[src/sv/tsq_pkg.sv]
// Package with shared types, codes and defaults for the two-stack queue.
`timescale 1ns / 1ps

package tsq_pkg;

  // Default sizes handed to the top level.
  localparam int STACK_DEPTH_DEF = 128;
  localparam int DATA_BITS_DEF   = 32;

  // Fixed port widths.
  localparam int OPCODE_W = 2;
  localparam int WORD_W   = 32;
  localparam int STATUS_W = 2;
  localparam int COUNT_W  = 9;

  // Request codes. The fourth code is unused and leaves the queue alone.
  typedef enum logic [OPCODE_W-1:0] {
    OP_ENQ  = 2'd0,
    OP_DEQ  = 2'd1,
    OP_PEEK = 2'd2
  } opcode_t;

  // Result status codes.
  typedef enum logic [STATUS_W-1:0] {
    ST_OK    = 2'd0,
    ST_EMPTY = 2'd1,
    ST_FULL  = 2'd2
  } status_t;

  // Controller states.
  typedef enum logic [2:0] {
    S_IDLE,
    S_DECODE,
    S_MOVE_RD,
    S_MOVE_WR,
    S_READ,
    S_RESP
  } state_t;

  // Commands from the controller to the datapath.
  typedef struct packed {
    logic    load;      // latch the incoming request
    logic    push;      // write the word onto the input stack
    logic    move_rd;   // read the input top and shrink the input stack
    logic    move_wr;   // write the moved word onto the output stack
    logic    pop_out;   // read the output top and shrink the output stack
    logic    peek_out;  // read the output top
    logic    peek_in;   // read the input bottom
    logic    set_res;   // load a result with zero data and the given code
    status_t code;
    logic    capture;   // load a result with the word read last cycle
  } dp_cmd_t;

  // Status from the datapath to the controller.
  typedef struct packed {
    opcode_t op;
    logic    in_full;
    logic    in_empty;
    logic    out_full;
    logic    out_empty;
  } dp_sts_t;

endpackage

[src/sv/tsq_ctrl.sv]
// Controller state machine of the two-stack queue.
`timescale 1ns / 1ps

module tsq_ctrl (
  input  logic             clk,
  input  logic             rst_n,
  input  logic             in_valid,
  output logic             in_ready,
  output logic             out_valid,
  input  logic             out_ready,
  input  tsq_pkg::dp_sts_t sts,
  output tsq_pkg::dp_cmd_t cmd
);

  tsq_pkg::state_t state_r, state_nxt;

  // State register.
  always_ff @(posedge clk) begin
    if (!rst_n) begin
      state_r <= tsq_pkg::S_IDLE;
    end else begin
      state_r <= state_nxt;
    end
  end

  // Next state and datapath commands.
  always_comb begin
    state_nxt = state_r;
    cmd       = '0;
    cmd.code  = tsq_pkg::ST_OK;
    in_ready  = 1'b0;
    out_valid = 1'b0;
    case (state_r)
      tsq_pkg::S_IDLE: begin
        in_ready = 1'b1;
        if (in_valid) begin
          cmd.load  = 1'b1;
          state_nxt = tsq_pkg::S_DECODE;
        end
      end
      tsq_pkg::S_DECODE: begin
        case (sts.op)
          tsq_pkg::OP_ENQ: begin
            cmd.set_res = 1'b1;
            if (sts.in_full) begin
              cmd.code = tsq_pkg::ST_FULL;
            end else begin
              cmd.push = 1'b1;
            end
            state_nxt = tsq_pkg::S_RESP;
          end
          tsq_pkg::OP_DEQ: begin
            if (!sts.out_empty) begin
              cmd.pop_out = 1'b1;
              state_nxt   = tsq_pkg::S_READ;
            end else if (!sts.in_empty) begin
              state_nxt = tsq_pkg::S_MOVE_RD;
            end else begin
              cmd.set_res = 1'b1;
              cmd.code    = tsq_pkg::ST_EMPTY;
              state_nxt   = tsq_pkg::S_RESP;
            end
          end
          tsq_pkg::OP_PEEK: begin
            if (!sts.out_empty) begin
              cmd.peek_out = 1'b1;
              state_nxt    = tsq_pkg::S_READ;
            end else if (!sts.in_empty) begin
              cmd.peek_in = 1'b1;
              state_nxt   = tsq_pkg::S_READ;
            end else begin
              cmd.set_res = 1'b1;
              cmd.code    = tsq_pkg::ST_EMPTY;
              state_nxt   = tsq_pkg::S_RESP;
            end
          end
          default: begin
            // Unused code: no change, plain result.
            cmd.set_res = 1'b1;
            state_nxt   = tsq_pkg::S_RESP;
          end
        endcase
      end
      tsq_pkg::S_MOVE_RD: begin
        cmd.move_rd = 1'b1;
        state_nxt   = tsq_pkg::S_MOVE_WR;
      end
      tsq_pkg::S_MOVE_WR: begin
        // Refill done once the input stack runs dry; then decode pops.
        cmd.move_wr = 1'b1;
        state_nxt   = sts.in_empty ? tsq_pkg::S_DECODE : tsq_pkg::S_MOVE_RD;
      end
      tsq_pkg::S_READ: begin
        cmd.capture = 1'b1;
        state_nxt   = tsq_pkg::S_RESP;
      end
      tsq_pkg::S_RESP: begin
        out_valid = 1'b1;
        if (out_ready) begin
          state_nxt = tsq_pkg::S_IDLE;
        end
      end
      default: begin
        state_nxt = tsq_pkg::S_IDLE;
      end
    endcase
  end

endmodule

[config.mk]
export PLATFORM = sky130hd
export DESIGN_NAME = tsq_ctrl
export DESIGN_NICKNAME = d
export VERILOG_FILES = /design/src/sv/tsq_pkg.sv /design/src/sv/tsq_ctrl.sv
export SDC_FILE = /design/constraint.sdc
export NUM_CORES = 1
export LEC_CHECK = 0
export BUFFER_PORTS_ARGS = -buffer_cell sky130_fd_sc_hd__buf_2
export CAP_MARGIN = 20
export CORE_AREA = 2 2 39 41
export CTS_CLUSTER_SIZE = 40
export DETAILED_ROUTE_END_ITERATION = 10
export DIE_AREA = 0 0 41 43
export PLACE_DENSITY_LB_ADDON = 0.05
export SYNTH_ARGS = -nofsm -noshare
export SYNTH_HDL_FRONTEND = slang
export SYNTH_SLANG_ARGS = --single-unit
export TNS_END_PERCENT = 5
[constraint.sdc]
create_clock -name clk -period 1.14 [get_ports clk]
set_input_delay 0.114 -clock clk [delete_from_list [all_inputs] [get_ports clk]]
set_output_delay 0.114 -clock clk [all_outputs]
set_load 0.03 [all_outputs]
# ---- Yosys cells after proc, flatten, opt, wreduce, memory -nomap -nowiden
# Index checks and enable logic that the tools add are counted.
# Widths: inputs -> output; s select.
dict set report word_totals {
  reg_bits 3
  output_inout_bits 13
  inputBits 10
}
dict set report classes {
  eq_ne 9
  n_reduce_logical 3
  muxes 30
}
# cell count
set op_table {}
lappend op_table {{$mux 3} 7}
lappend op_table {{$pmux 3 s6} 1}
lappend op_table {{$mux 1} 14}
lappend op_table {{$eq 3x2->1 const B} 2}
lappend op_table {{$eq 3x3->1 const B} 2}
lappend op_table {{$mux 2} 3}
lappend op_table {{$mux 6} 1}
lappend op_table {{$pmux 2 s3} 1}
lappend op_table {{$pmux 3 s2} 1}
lappend op_table {{$mux 4} 1}
lappend op_table {{$ne 2x2->1 const B} 2}
lappend op_table {{$eq 3x1->1 const B} 1}
lappend op_table {{$logic_not 3->1} 1}
lappend op_table {{$eq 2x1->1 const B} 1}
lappend op_table {{$eq 2x2->1 const B} 1}
lappend op_table {{$logic_not 2->1} 1}
lappend op_table {{$pmux 1 s2} 1}
lappend op_table {{$reduce_and 2->1} 1}

# ---- Depth between registers and ports, before layout
dict set report depth {
  depth_word 4
  depth_mapped 6
}

# ---- Least setup slack after synthesis
# Ideal clock, no wire load.
dict set report synth_path {
  path_kind {register to output}
  startpoint {register state_r[1]}
  endpoint {output port cmd[10] in the netlist's numbering}
  stages_incl_launch_ff 4
  path_slack_ps -602
  arrival_ps 1628
  path_cell_list {dfxtp_1 > clkbuf_1 > nor3_1 > and2_1}
}
# item line
set synth_lines {}
lappend synth_lines {{start: declaration} tsq_ctrl.sv:15} ;# tsq_pkg::state_t state_r, state_nxt;
lappend synth_lines {{start signal: assignment} tsq_ctrl.sv:20} ;# state_r <= tsq_pkg::S_IDLE;
lappend synth_lines {{start signal: assignment} tsq_ctrl.sv:22} ;# state_r <= state_nxt;
lappend synth_lines {{end: declaration} tsq_ctrl.sv:12} ;# output tsq_pkg::dp_cmd_t cmd

==> reports/metrics.yaml <==
status:
  status: "complete, but fails checks"
  failed_checks: "setup timing"
critical_path:
  worst_setup_path_start_kind: "flip-flop"
  cpMaxStageDelayCell: "or3b_4"
  cpPeakStageDelay_ns: 0.42
  worstSetupPathType: "reg -> out"
  required_ns: 1.03
  r2r-end: "state_r[0]"
  r2r_setup_slack_ns: -0.16
  end_kind: "primary output"
  reg2regPathDepth: 5
  path_cells: "or3b_4, buf_12, nor3b_4, buf_6"
  reg2reg_from: "state_r[2]"
  crit_arrival_ns: 1.44
  cp_max_fo: 5
detailed_routing:
  drt_pass1_iterations: 4
  ant_nets: 0
  viasPerCell: 4.61
  vias: 470
  drt_iter0_drc: 4
  wl_mm: 1.03
  wire_per_inst_um: 10.1
  drcViolationCount: 0
final_layout:
  nNetsFinal: 102
  largestRegisters: "state_r: 3 flops"
  antenna_cells: 0
  largest_reg_flops: 3
  syn_to_final_growth_pct: 109
  regMostFlops: "state_r"
  drive_gt1_frac: 0.616
power_and_ir_drop:
  p_comb_frac: 0.561
  power.internal_uw: 434
  power.density_nw_per_um2: 905
  p_sw_uw: 271
  cellLeakagePower_nw: 0.373
  power_uw: 705
  clkPwrFrac: 0.266
  p_sw_frac: 0.384
  seq_power_share: 0.174
  vdd_drop_max_mv: 0.584
sta:
  relSlewSlack: 0.769
  setup_ws_ns: -0.419
  setup_violations: 14
  clock.fmax_ghz: 0.642
  fin_skew_ns: 0.00444
  maxSlewViolCount: 0
  fin_crit_ns: 1.56
  tns_ns: -3.34
  worstMarginPinSlew_ns: 0.342
  rsz0062_at_grt: "yes"
  final_hold_viol_count: 0
  period_share: 1.37
cts:
  post-cts-setup-buffers: 0
  clk_path_buf_depth: 2
  insertion_delay_ns: 0.23
  cts_root_buffer: "clkbuf_4"
  clock_sinks: 3
  htree_levels: 1
  cts_hold_buffers: 0
  cts_buffers: 3
  path_clk_slew_ns: 0.04
  cts_tree: "done"
place:
  place.gp.congestion: 0.675
  place_ws_ns: -0.265
  dp_hpwl_um: 823
  portBuffers: 21
synth:
  synth_area_sq_um: 373
  synth_cell_types: 21
  synth_seq_cells: 3
  synth_fp_nets: 65
  syn_inst: 50
  ys_warn_count: 0
  syn_avg_cell_area_sq_um: 7.46
  seq_area_frac_synth: 0.161
die:
  core_region_area_sq_um: 1380
  die_y_um: 43
  die_width_um: 41
  row_count: 14
  top_level_ports: 23
  dieArea_sq_um: 1760
  start_util: 0.269
global_route:
  antenna_found_initial: 0
  grt_pass1_vias: 439
  grt_use_total: 0.133
  globalRouteOverflowTotal: 0
  grt_pass1_wl_mm: 1.64
  grt_max_degree: 13
min_path:
  hp-class: "in -> reg"
  hp-start: "rst_n"
  hold-path-cell-count: 2
  min_to: "state_r[1]"
flow_run:
  maxCapViolations: 0
## cell usage after synthesis
| cell | number | area share |
|---|---|---|
| o41ai_1 | 1 | 0.023 |
| inv_1 | 4 | 0.040 |
| nor3_2 | 1 | 0.027 |
| dfxtp_1 | 3 | 0.16 |
| ha_1 | 5 | 0.17 |
| a21oi_1 | 5 | 0.067 |
| a21oi_4 | 1 | 0.044 |
| nor3b_1 | 5 | 0.10 |
| and3_1 | 1 | 0.017 |
| nor2b_1 | 1 | 0.017 |
| a211o_1 | 1 | 0.023 |
| nor2_1 | 3 | 0.030 |
| buf_2 | 1 | 0.013 |
| a31oi_1 | 2 | 0.034 |
| o211ai_1 | 1 | 0.020 |
| or3b_1 | 1 | 0.023 |
| nand2_1 | 2 | 0.020 |
| clkbuf_1 | 2 | 0.020 |
| nand2b_1 | 3 | 0.050 |
| nor3_1 | 5 | 0.067 |
| and2_1 | 2 | 0.034 |
## critical path: cells and delay by family, from the launching register on
family,cells,cell delay [ns]
buffers and inverters,2,0.31
and+or+nand+nor,2,0.59
DFF,1,0.31
## power groups by stage
stage | combinational, mW | sequential [mW] | clock, mW
2_1_floorplan | 0.223 | 0.130 | 0
3_3_place_gp | 0.360 | 0.123 | 0
3_5_place_dp | 0.360 | 0.123 | 0
4_1_cts | 0.398 | 0.123 | 0.190
5_1_grt | 0.421 | 0.124 | 0.193
6_report | 0.395 | 0.123 | 0.187
## cell type report
| class | count | area, sq um |
|---|---|---|
| clock buffer | 4 | 26.3 |
| fill | 134 | 606 |
| inverter | 4 | 17.5 |
| multi-input combinational | 40 | 367 |
| sequential | 3 | 62.6 |
| tap | 16 | 20.0 |
| timing repair buffer | 35 | 285 |
## through the flow
step / hold WS (ns) / area [sq um] / std cells / util
floorplan: 0.242 / 459 / 50 / -
global placement: 0.355 / 683 / 98 / 0.494
detailed placement: 0.366 / 683 / 98 / 0.494
CTS: 0.122 / 778 / 102 / 0.562
global route: 0.136 / 778 / 102 / 0.562
finish: 0.123 / 778 / 102 / 0.562
## worst max path at each step
stage | startpoint | endpoint | slack (ns) | depth (start not counted)
2_1_floorplan | state_r[2] | state_r[0] | -0.25 | 5
3_3_place_gp | state_r[0] | cmd[9] | -0.25 | 4
3_5_place_dp | state_r[1] | cmd[6] | -0.27 | 4
4_1_cts | state_r[2] | cmd[5] | -0.42 | 4
5_1_grt | state_r[2] | cmd[9] | -0.46 | 4
6_report | state_r[2] | cmd[5] | -0.42 | 4
## logic make-up after synthesis
family / count (synthesis) / share of synthesized area
flops: 3 / 0.161
simple gates: 24 / 0.386
buf+inv: 7 / 0.0738
compound gates: 11 / 0.211
fa+ha+maj: 5 / 0.168
## placed cells by master (no fill, tap or decap), drive strengths merged
cell,instances
nor2,3
a21oi,6
ha,5
o41ai,1
nand2b,3
dfxtp,3
and3,1
nor2b,1
nor3,6
or3b,1
nor3b,5
a31oi,2
and2,2
buf,35
o211ai,1
clkbuf,4
a211o,1
nand2,2
inv,4
## metal layers
metal  global-route usage  part of all wire  vias up
li1                     -                 -      250
met3                    0             0.037        2
met5                    0                 0        -
met4               0.0800             0.014        0
met2                0.188              0.45       15
met1                0.193              0.50      203
## what timing repair did
action / 4_1_cts / 5_1_grt
endpoints found under the hold margin: 0 / 0
endpoints found under the setup margin: 15 / 15
pin swaps: 6 / 1
resized for setup: 25 / 0
Power figures use the tool's default switching activity.
